===== src/design/csmc_pkg.sv =====
// ----------------------------------------------------------------------------
// csmc_pkg
// Shared types, mode codes and Q16 coefficient table for the colour space
// matrix converter.
// ----------------------------------------------------------------------------
package csmc_pkg;

    // component and arithmetic widths
    localparam int COMP_W   = 8;
    localparam int OPND_W   = COMP_W + 1;
    localparam int COEF_W   = 19;
    localparam int PROD_W   = COEF_W + OPND_W;
    localparam int SUM_W    = PROD_W + 2;
    localparam int FRAC_W   = 16;
    localparam int INT_W    = SUM_W - FRAC_W;
    localparam int VAL_W    = INT_W + 1;
    localparam int MODE_W   = 3;
    localparam int N_CH     = 3;

    // mode register codes
    typedef enum logic [MODE_W-1:0] {
        MODE_RGB_YUV   = 3'd0,
        MODE_YUV_RGB   = 3'd1,
        MODE_RGB_YIQ   = 3'd2,
        MODE_YIQ_RGB   = 3'd3,
        MODE_RGB_YCBCR = 3'd4,
        MODE_YCBCR_RGB = 3'd5
    } mode_t;

    typedef logic signed [COEF_W-1:0] coef_t;
    typedef logic signed [OPND_W-1:0] opnd_t;
    typedef logic signed [PROD_W-1:0] prod_t;

    // input beat
    typedef struct packed {
        logic [COMP_W-1:0] comp_a;
        logic [COMP_W-1:0] comp_b;
        logic [COMP_W-1:0] comp_c;
    } pixel_in_t;

    // result beat
    typedef struct packed {
        logic [COMP_W-1:0] out_a;
        logic [COMP_W-1:0] out_b;
        logic [COMP_W-1:0] out_c;
    } pixel_out_t;

    // control travelling alongside a beat
    typedef struct packed {
        logic valid;
        logic off_pre;
        logic off_post;
    } stage_ctrl_t;

    // chroma offset in Q16 added before truncation, or as an integer after it
    localparam logic signed [SUM_W-1:0] CHROMA_PRE =
        SUM_W'(128) <<< FRAC_W;
    localparam logic signed [VAL_W-1:0] CHROMA_POST = VAL_W'(128);
    localparam logic signed [VAL_W-1:0] SAT_MAX     = VAL_W'(255);

    // coefficient table [mode][row][col], Q16; spare codes give identity
    localparam coef_t COEF_TABLE [8][N_CH][N_CH] = '{
        '{ '{ 19'sd19595,  19'sd38470,  19'sd7471  },
           '{ -19'sd9642,  -19'sd18931, 19'sd28574 },
           '{ 19'sd40305,  -19'sd33750, -19'sd6554 } },
        '{ '{ 19'sd65536,  19'sd0,      19'sd74700  },
           '{ 19'sd65536,  -19'sd25864, -19'sd38050 },
           '{ 19'sd65536,  19'sd133176, 19'sd0      } },
        '{ '{ 19'sd19595,  19'sd38470,  19'sd7471   },
           '{ 19'sd39053,  -19'sd17996, -19'sd21057 },
           '{ 19'sd13861,  -19'sd34256, 19'sd20395  } },
        '{ '{ 19'sd65536,  19'sd62652,  19'sd40567  },
           '{ 19'sd65536,  -19'sd17826, -19'sd42402 },
           '{ 19'sd65536,  -19'sd72483, 19'sd111608 } },
        '{ '{ 19'sd19595,  19'sd38470,  19'sd7471   },
           '{ -19'sd11058, -19'sd21710, 19'sd32768  },
           '{ 19'sd32768,  -19'sd27439, -19'sd5329  } },
        '{ '{ 19'sd65536,  19'sd0,      19'sd91881  },
           '{ 19'sd65536,  -19'sd22553, -19'sd46802 },
           '{ 19'sd65536,  19'sd116130, 19'sd0      } },
        '{ '{ 19'sd65536,  19'sd0,      19'sd0      },
           '{ 19'sd0,      19'sd65536,  19'sd0      },
           '{ 19'sd0,      19'sd0,      19'sd65536  } },
        '{ '{ 19'sd65536,  19'sd0,      19'sd0      },
           '{ 19'sd0,      19'sd65536,  19'sd0      },
           '{ 19'sd0,      19'sd0,      19'sd65536  } }
    };

    // inverse conversions take chroma relative to 128
    function automatic logic mode_is_inverse(logic [MODE_W-1:0] mode);
        logic inv;
        case (mode)
            MODE_YUV_RGB, MODE_YIQ_RGB, MODE_YCBCR_RGB: inv = 1'b1;
            default:                                    inv = 1'b0;
        endcase
        return inv;
    endfunction

endpackage


===== src/design/color_space_matrix_convert_top.sv =====
// ----------------------------------------------------------------------------
// color_space_matrix_convert_top
// Converts one pixel per beat between RGB and YUV, YIQ or YCbCr through a
// fixed 3x3 Q16 matrix chosen by the mode register.
// ----------------------------------------------------------------------------
// Throughput: one pixel every cycle; busy is always low.
// The accepted beat passes through the input, product and result registers
// before the result strobe is raised.
// The receiver cannot stall; every result is shown for exactly one cycle.
// Reset clears the pipeline strobes and sets the mode to RGB to YUV.
// ----------------------------------------------------------------------------
module color_space_matrix_convert_top (
    input  logic                          clk,
    input  logic                          rst_n,
    input  logic                          start,
    output logic                          busy,
    input  csmc_pkg::pixel_in_t           pixel_in,
    input  logic                          cfg_we,
    input  logic [csmc_pkg::MODE_W-1:0]   cfg_wdata,
    output logic                          result_valid,
    output csmc_pkg::pixel_out_t          pixel_out
);
    import csmc_pkg::*;

    logic [MODE_W-1:0] mode_reg;
    logic              accept;
    stage_ctrl_t       in_ctrl;
    stage_ctrl_t       prod_ctrl;
    logic [MODE_W-1:0] in_mode;
    opnd_t             opnd [N_CH];
    prod_t             prod [N_CH][N_CH];

    // mode register
    always_ff @(posedge clk or negedge rst_n)
    begin
        if (!rst_n)
        begin
            mode_reg <= MODE_RGB_YUV;
        end
        else if (cfg_we)
        begin
            mode_reg <= cfg_wdata;
        end
    end

    // a new beat is taken every cycle
    assign busy   = 1'b0;
    assign accept = start && !busy;

    csmc_input_stage u_input_stage (
        .clk      (clk),
        .rst_n    (rst_n),
        .accept   (accept),
        .mode     (mode_reg),
        .pixel_in (pixel_in),
        .ctrl     (in_ctrl),
        .mode_out (in_mode),
        .opnd     (opnd)
    );

    csmc_product_stage u_product_stage (
        .clk      (clk),
        .rst_n    (rst_n),
        .ctrl_in  (in_ctrl),
        .mode     (in_mode),
        .opnd     (opnd),
        .ctrl_out (prod_ctrl),
        .prod     (prod)
    );

    csmc_output_stage u_output_stage (
        .clk          (clk),
        .rst_n        (rst_n),
        .ctrl         (prod_ctrl),
        .prod         (prod),
        .result_valid (result_valid),
        .pixel_out    (pixel_out)
    );

endmodule


===== src/design/csmc_input_stage.sv =====
// ----------------------------------------------------------------------------
// csmc_input_stage
// Registers the accepted beat as signed operands, removing the chroma bias
// for inverse modes, and the offset flags for the chroma rows.
// ----------------------------------------------------------------------------
module csmc_input_stage (
    input  logic                          clk,
    input  logic                          rst_n,
    input  logic                          accept,
    input  logic [csmc_pkg::MODE_W-1:0]   mode,
    input  csmc_pkg::pixel_in_t           pixel_in,
    output csmc_pkg::stage_ctrl_t         ctrl,
    output logic [csmc_pkg::MODE_W-1:0]   mode_out,
    output csmc_pkg::opnd_t               opnd [csmc_pkg::N_CH]
);
    import csmc_pkg::*;

    stage_ctrl_t             ctrl_reg, ctrl_next;
    logic [MODE_W-1:0]       mode_reg;
    opnd_t                   opnd_reg  [N_CH];
    opnd_t                   opnd_next [N_CH];
    logic                    inverse;

    // operand preparation
    always_comb
    begin
        inverse      = mode_is_inverse(mode);
        opnd_next[0] = $signed({1'b0, pixel_in.comp_a});
        opnd_next[1] = $signed({1'b0, pixel_in.comp_b});
        opnd_next[2] = $signed({1'b0, pixel_in.comp_c});
        if (inverse)
        begin
            opnd_next[1] = opnd_next[1] - OPND_W'(128);
            opnd_next[2] = opnd_next[2] - OPND_W'(128);
        end
        ctrl_next.valid    = accept;
        ctrl_next.off_pre  = (mode == MODE_RGB_YCBCR);
        ctrl_next.off_post = (mode == MODE_RGB_YUV) || (mode == MODE_RGB_YIQ);
    end

    // control register
    always_ff @(posedge clk or negedge rst_n)
    begin
        if (!rst_n)
        begin
            ctrl_reg <= '0;
        end
        else
        begin
            ctrl_reg <= ctrl_next;
        end
    end

    // payload register
    always_ff @(posedge clk)
    begin
        if (accept)
        begin
            mode_reg <= mode;
            opnd_reg <= opnd_next;
        end
    end

    assign ctrl     = ctrl_reg;
    assign mode_out = mode_reg;
    assign opnd     = opnd_reg;

endmodule


===== src/design/csmc_product_stage.sv =====
// ----------------------------------------------------------------------------
// csmc_product_stage
// Nine coefficient by operand multipliers, one per matrix entry, with the
// products registered.
// ----------------------------------------------------------------------------
module csmc_product_stage (
    input  logic                          clk,
    input  logic                          rst_n,
    input  csmc_pkg::stage_ctrl_t         ctrl_in,
    input  logic [csmc_pkg::MODE_W-1:0]   mode,
    input  csmc_pkg::opnd_t               opnd [csmc_pkg::N_CH],
    output csmc_pkg::stage_ctrl_t         ctrl_out,
    output csmc_pkg::prod_t               prod [csmc_pkg::N_CH][csmc_pkg::N_CH]
);
    import csmc_pkg::*;

    stage_ctrl_t ctrl_reg;
    prod_t       prod_reg  [N_CH][N_CH];
    prod_t       prod_next [N_CH][N_CH];

    // matrix entry products
    always_comb
    begin
        for (int r = 0; r < N_CH; r++)
        begin
            for (int c = 0; c < N_CH; c++)
            begin
                prod_next[r][c] = PROD_W'(COEF_TABLE[mode][r][c]) * PROD_W'(opnd[c]);
            end
        end
    end

    // control register
    always_ff @(posedge clk or negedge rst_n)
    begin
        if (!rst_n)
        begin
            ctrl_reg <= '0;
        end
        else
        begin
            ctrl_reg <= ctrl_in;
        end
    end

    // product register
    always_ff @(posedge clk)
    begin
        if (ctrl_in.valid)
        begin
            prod_reg <= prod_next;
        end
    end

    assign ctrl_out = ctrl_reg;
    assign prod     = prod_reg;

endmodule


===== src/design/csmc_output_stage.sv =====
// ----------------------------------------------------------------------------
// csmc_output_stage
// Row sums, chroma offset, truncation toward zero and saturation to 0..255,
// into the result register.
// ----------------------------------------------------------------------------
module csmc_output_stage (
    input  logic                          clk,
    input  logic                          rst_n,
    input  csmc_pkg::stage_ctrl_t         ctrl,
    input  csmc_pkg::prod_t               prod [csmc_pkg::N_CH][csmc_pkg::N_CH],
    output logic                          result_valid,
    output csmc_pkg::pixel_out_t          pixel_out
);
    import csmc_pkg::*;

    logic                        valid_reg;
    pixel_out_t                  pixel_reg, pixel_next;
    logic signed [SUM_W-1:0]     sum    [N_CH];
    logic signed [INT_W-1:0]     whole  [N_CH];
    logic signed [VAL_W-1:0]     val    [N_CH];
    logic [COMP_W-1:0]           sat    [N_CH];

    // per row: sum, offset, truncate toward zero, saturate
    always_comb
    begin
        for (int r = 0; r < N_CH; r++)
        begin
            sum[r] = SUM_W'(prod[r][0]) + SUM_W'(prod[r][1]) + SUM_W'(prod[r][2]);
            if (r != 0 && ctrl.off_pre)
            begin
                sum[r] = sum[r] + CHROMA_PRE;
            end
            whole[r] = sum[r][SUM_W-1:FRAC_W];
            if (sum[r][SUM_W-1] && (sum[r][FRAC_W-1:0] != '0))
            begin
                whole[r] = whole[r] + INT_W'(1);
            end
            val[r] = VAL_W'(whole[r]);
            if (r != 0 && ctrl.off_post)
            begin
                val[r] = val[r] + CHROMA_POST;
            end
            if (val[r][VAL_W-1])
            begin
                sat[r] = '0;
            end
            else if (val[r] > SAT_MAX)
            begin
                sat[r] = '1;
            end
            else
            begin
                sat[r] = val[r][COMP_W-1:0];
            end
        end
        pixel_next.out_a = sat[0];
        pixel_next.out_b = sat[1];
        pixel_next.out_c = sat[2];
    end

    // result strobe
    always_ff @(posedge clk or negedge rst_n)
    begin
        if (!rst_n)
        begin
            valid_reg <= 1'b0;
        end
        else
        begin
            valid_reg <= ctrl.valid;
        end
    end

    // result register
    always_ff @(posedge clk)
    begin
        if (ctrl.valid)
        begin
            pixel_reg <= pixel_next;
        end
    end

    assign result_valid = valid_reg;
    assign pixel_out    = pixel_reg;

endmodule


===== config.mk =====
export PLATFORM = sky130hd
export DESIGN_NAME = color_space_matrix_convert_top
export DESIGN_NICKNAME = d
export VERILOG_FILES = /design/src/design/csmc_pkg.sv /design/src/design/color_space_matrix_convert_top.sv /design/src/design/csmc_input_stage.sv /design/src/design/csmc_product_stage.sv /design/src/design/csmc_output_stage.sv
export SDC_FILE = /design/constraint.sdc
export NUM_CORES = 2
export LEC_CHECK = 0
export BUFFER_PORTS_ARGS = -buffer_cell sky130_fd_sc_hd__buf_2
export CAP_MARGIN = 0
export CORE_AREA = 2 2 331 333
export DETAILED_ROUTE_END_ITERATION = 10
export DIE_AREA = 0 0 333 335
export GPL_TIMING_DRIVEN = 0
export PLACE_DENSITY = 0.76
export REMOVE_ABC_BUFFERS = 1
export SLEW_MARGIN = 10
export SYNTH_ARGS = -nofsm -noshare
export SYNTH_HDL_FRONTEND = slang
export SYNTH_HIERARCHICAL = 1
export SYNTH_SLANG_ARGS = --single-unit
export TNS_END_PERCENT = 20

===== constraint.sdc =====
create_clock -name clk -period 8.74 [get_ports clk]
set_clock_uncertainty 0.15 [all_clocks]
set_input_delay 1.748 -clock clk [delete_from_list [all_inputs] [get_ports clk]]
set_output_delay 1.748 -clock clk [all_outputs]
set_load 0.02 [all_outputs]

==> results.py <==
metrics = {
    "detailed_routing": {
        "num_vias": 43320,
        "routed_wl_um": 178500,
        "wire_per_inst_um": 24.44,
        "drtIter0Drc": 3848,
        "final_antenna_net_count": 0,
        "viasPerCell": 5.931,
        "first_pass_iters": 8,
        "drc": 0,
    },
    "critical_path": {
        "crit_family": "adder cells",
        "arrival_ns": 8.93,
        "start_kind": "flop",
        "cpMostUsedCell": "fa_1",
        "cp_max_fo": 37,
        "max_stage_delay_ns": 0.70,
        "critPathKind": "reg2reg",
        "path_buf_inv": 7,
        "end_kind": "flop",
        "slowest_stage": "a211oi_1",
        "cp.required_ns": 9.02,
    },
    "global_route": {
        "grt_first_pass_wirelength_um": 270700,
        "antenna_found_initial": 10,
        "grt_max_degree": 63,
        "grt_overflow_total": 0,
        "gr-usage-all-layers": 0.3262,
        "grt_pass1_vias": 45150,
    },
    "timing": {
        "maxSlewViolCount": 0,
        "max_freq_ghz": 0.1156,
        "fin_crit_ns": 8.647,
        "rsz0062_at_grt": "false",
        "worstMarginPinSlew_ns": 1.257,
        "hold_viol_final": 0,
        "finalCritPeriodShare": 0.9894,
        "slew-limit-headroom": 0.1618,
        "final-setup-viol-count": 0,
        "finalWorstSetupSlack_ns": 0.09281,
    },
    "clocking": {
        "clock_latency_ns": 0.66,
        "htreeDepth": 2,
        "cts_buffers": 43,
        "cts_tree": "built",
        "clkTransAtPathRegs_ns": 0.05,
        "clockBufferDepth": 3,
        "root_buffer": "clkbuf_16",
        "cts.sinks": 314,
        "holdBufCountCts": 0,
    },
    "placement": {
        "io_buffers": 55,
        "gp_congestion": 1.056,
        "post-place-ws_ns": -0.9316,
        "post-dp-hpwl_um": 150800,
        "placed_area_um2": 60880,
    },
    "final_layout": {
        "final_area_um2": 62400,
        "drive_gt1_frac": 0.04586,
        "multi_input_comb_area_um2": 44700,
        "nets": 7672,
        "area_growth_pct": 5.851,
        "regArea_um2": 9384,
        "fillerInstances": 9295,
        "largest_register_ffs": 251,
    },
    "run_status": {
        "outcome": "completed",
    },
    "synth": {
        "yosysUniqueCellTypes": 124,
        "synth_seq_cells": 314,
        "synthesis.area_um2": 58950,
        "synth_area_per_cell_um2": 10.08,
        "ys_seq_area_frac": 0.1591,
        "synth_edf_count": 304,
        "synthTopCellsByCount": "inv_1, fa_1, ha_1",
        "yosysWarnings": 6,
        "synth_most_common_cell": "inv_1",
        "synth_cells": 5847,
        "yosys_most_used_dff": "edfxtp_1",
        "synth_top_area_frac": 0.3348,
        "async_flop_share": 0.03185,
        "synth_top_area_cell": "fa_1",
        "netlist_top_cells_area": "fa_1, ha_1, edfxtp_1",
    },
    "floorplanning": {
        "die_h_um": 335,
        "start_util": 0.5454,
        "pin_count": 57,
        "coreArea_um2": 108100,
        "fp.dieW_um": 333,
        "dieArea_um2": 111600,
        "rows": 121,
    },
    "worst_hold_path": {
        "hp-class": "reg2reg",
    },
    "run": {
        "cap_violations": 0,
    },
}
cell families (layout without fill, tap and decap cells):
| family | Yosys count | in the layout | share of synthesized area |
|---|---|---|---|
| fa+ha+maj | 1786 | 1786 | 0.5046 |
| buf+inv | 1309 | 1347 | 0.08443 |
| simple gates | 1264 | 1264 | 0.1044 |
| compound gates | 845 | 845 | 0.09729 |
| flops | 314 | 314 | 0.1591 |
| xor+xnor | 308 | 308 | 0.04678 |
| mux | 17 | 17 | 0.003120 |
| other cells | 4 | 8 | 0.0002546 |
placed cells by master (no fill, tap or decap), types with 43 or more instances in the layout:
| cell type | n |
|---|---|
| nor2b_1 | 55 |
| nand2_1 | 386 |
| fa_1 | 986 |
| ha_1 | 797 |
| inv_1 | 1187 |
| and2_1 | 106 |
| xnor2_1 | 227 |
| clkbuf_16 | 43 |
| and3_1 | 45 |
| a21oi_1 | 232 |
| o21a_1 | 47 |
| nand3_1 | 81 |
| nand2b_1 | 60 |
| o21bai_1 | 43 |
| a21o_1 | 93 |
| edfxtp_1 | 304 |
| nor2_1 | 317 |
| o21ai_0 | 133 |
| nor3_1 | 56 |
| xor2_1 | 74 |
| buf_2 | 55 |
worst paths after layout:
check	to	slack, ns	cells past startpoint	start
worst max-delay path	u_product_stage/prod[138]	0.09	25	u_input_stage/mode_out[2]
min in group asynchronous	u_product_stage/ctrl_out[2]	0.83	1	rst_n
max in group asynchronous	u_input_stage/ctrl[2]	7.41	1	rst_n
worst min register to register	u_product_stage/ctrl_out[0]	0.20	0	u_input_stage/ctrl[0]
worst max register to register	u_product_stage/prod[138]	0.09	25	u_input_stage/mode_out[2]
worst min-delay path	u_product_stage/ctrl_out[0]	0.20	0	u_input_stage/ctrl[0]
cell type report:
type,count,area share
Antenna cell,1,0.00004010
Inverter,1196,0.07206
Multi-Input combinational cell,4227,0.7163
Tap cell,1414,0.02835
Clock inverter,26,0.004291
Sequential cell,314,0.1504
Clock buffer,52,0.01827
Timing Repair Buffer,73,0.01033
metrics by stage:
step             util  hold slack [ns]  setup TNS, ns  instances
2_1_floorplan       -           0.1812              0       5737
3_3_place_gp   0.5599           0.1823        -143.88       7206
3_5_place_dp   0.5632           0.1847         -12.16       7221
4_1_cts        0.5768           0.1966              0       7300
5_1_grt        0.5773           0.1993              0       7302
6_report       0.5773           0.1952              0       7303
metal layers:
metal / vias to the layer above / part of all wire / track usage
li1: 19080 / - / -
met1: 21710 / 0.40 / 0.4263
met2: 1999 / 0.45 / 0.5163
met3: 522 / 0.084 / 0.05627
met4: 4 / 0.068 / 0.1841
met5: - / 0.00015 / 0
what timing repair did:
item	in CTS	in global routing
endpoints found under the hold margin	0	0
setup endpoints to repair	36	18
setup buffers	1	2
resized for setup	12	5
Power is left out: the tool's default activity adds up to more than one toggle a clock period on the data nets, which glitch-free logic cannot reach.
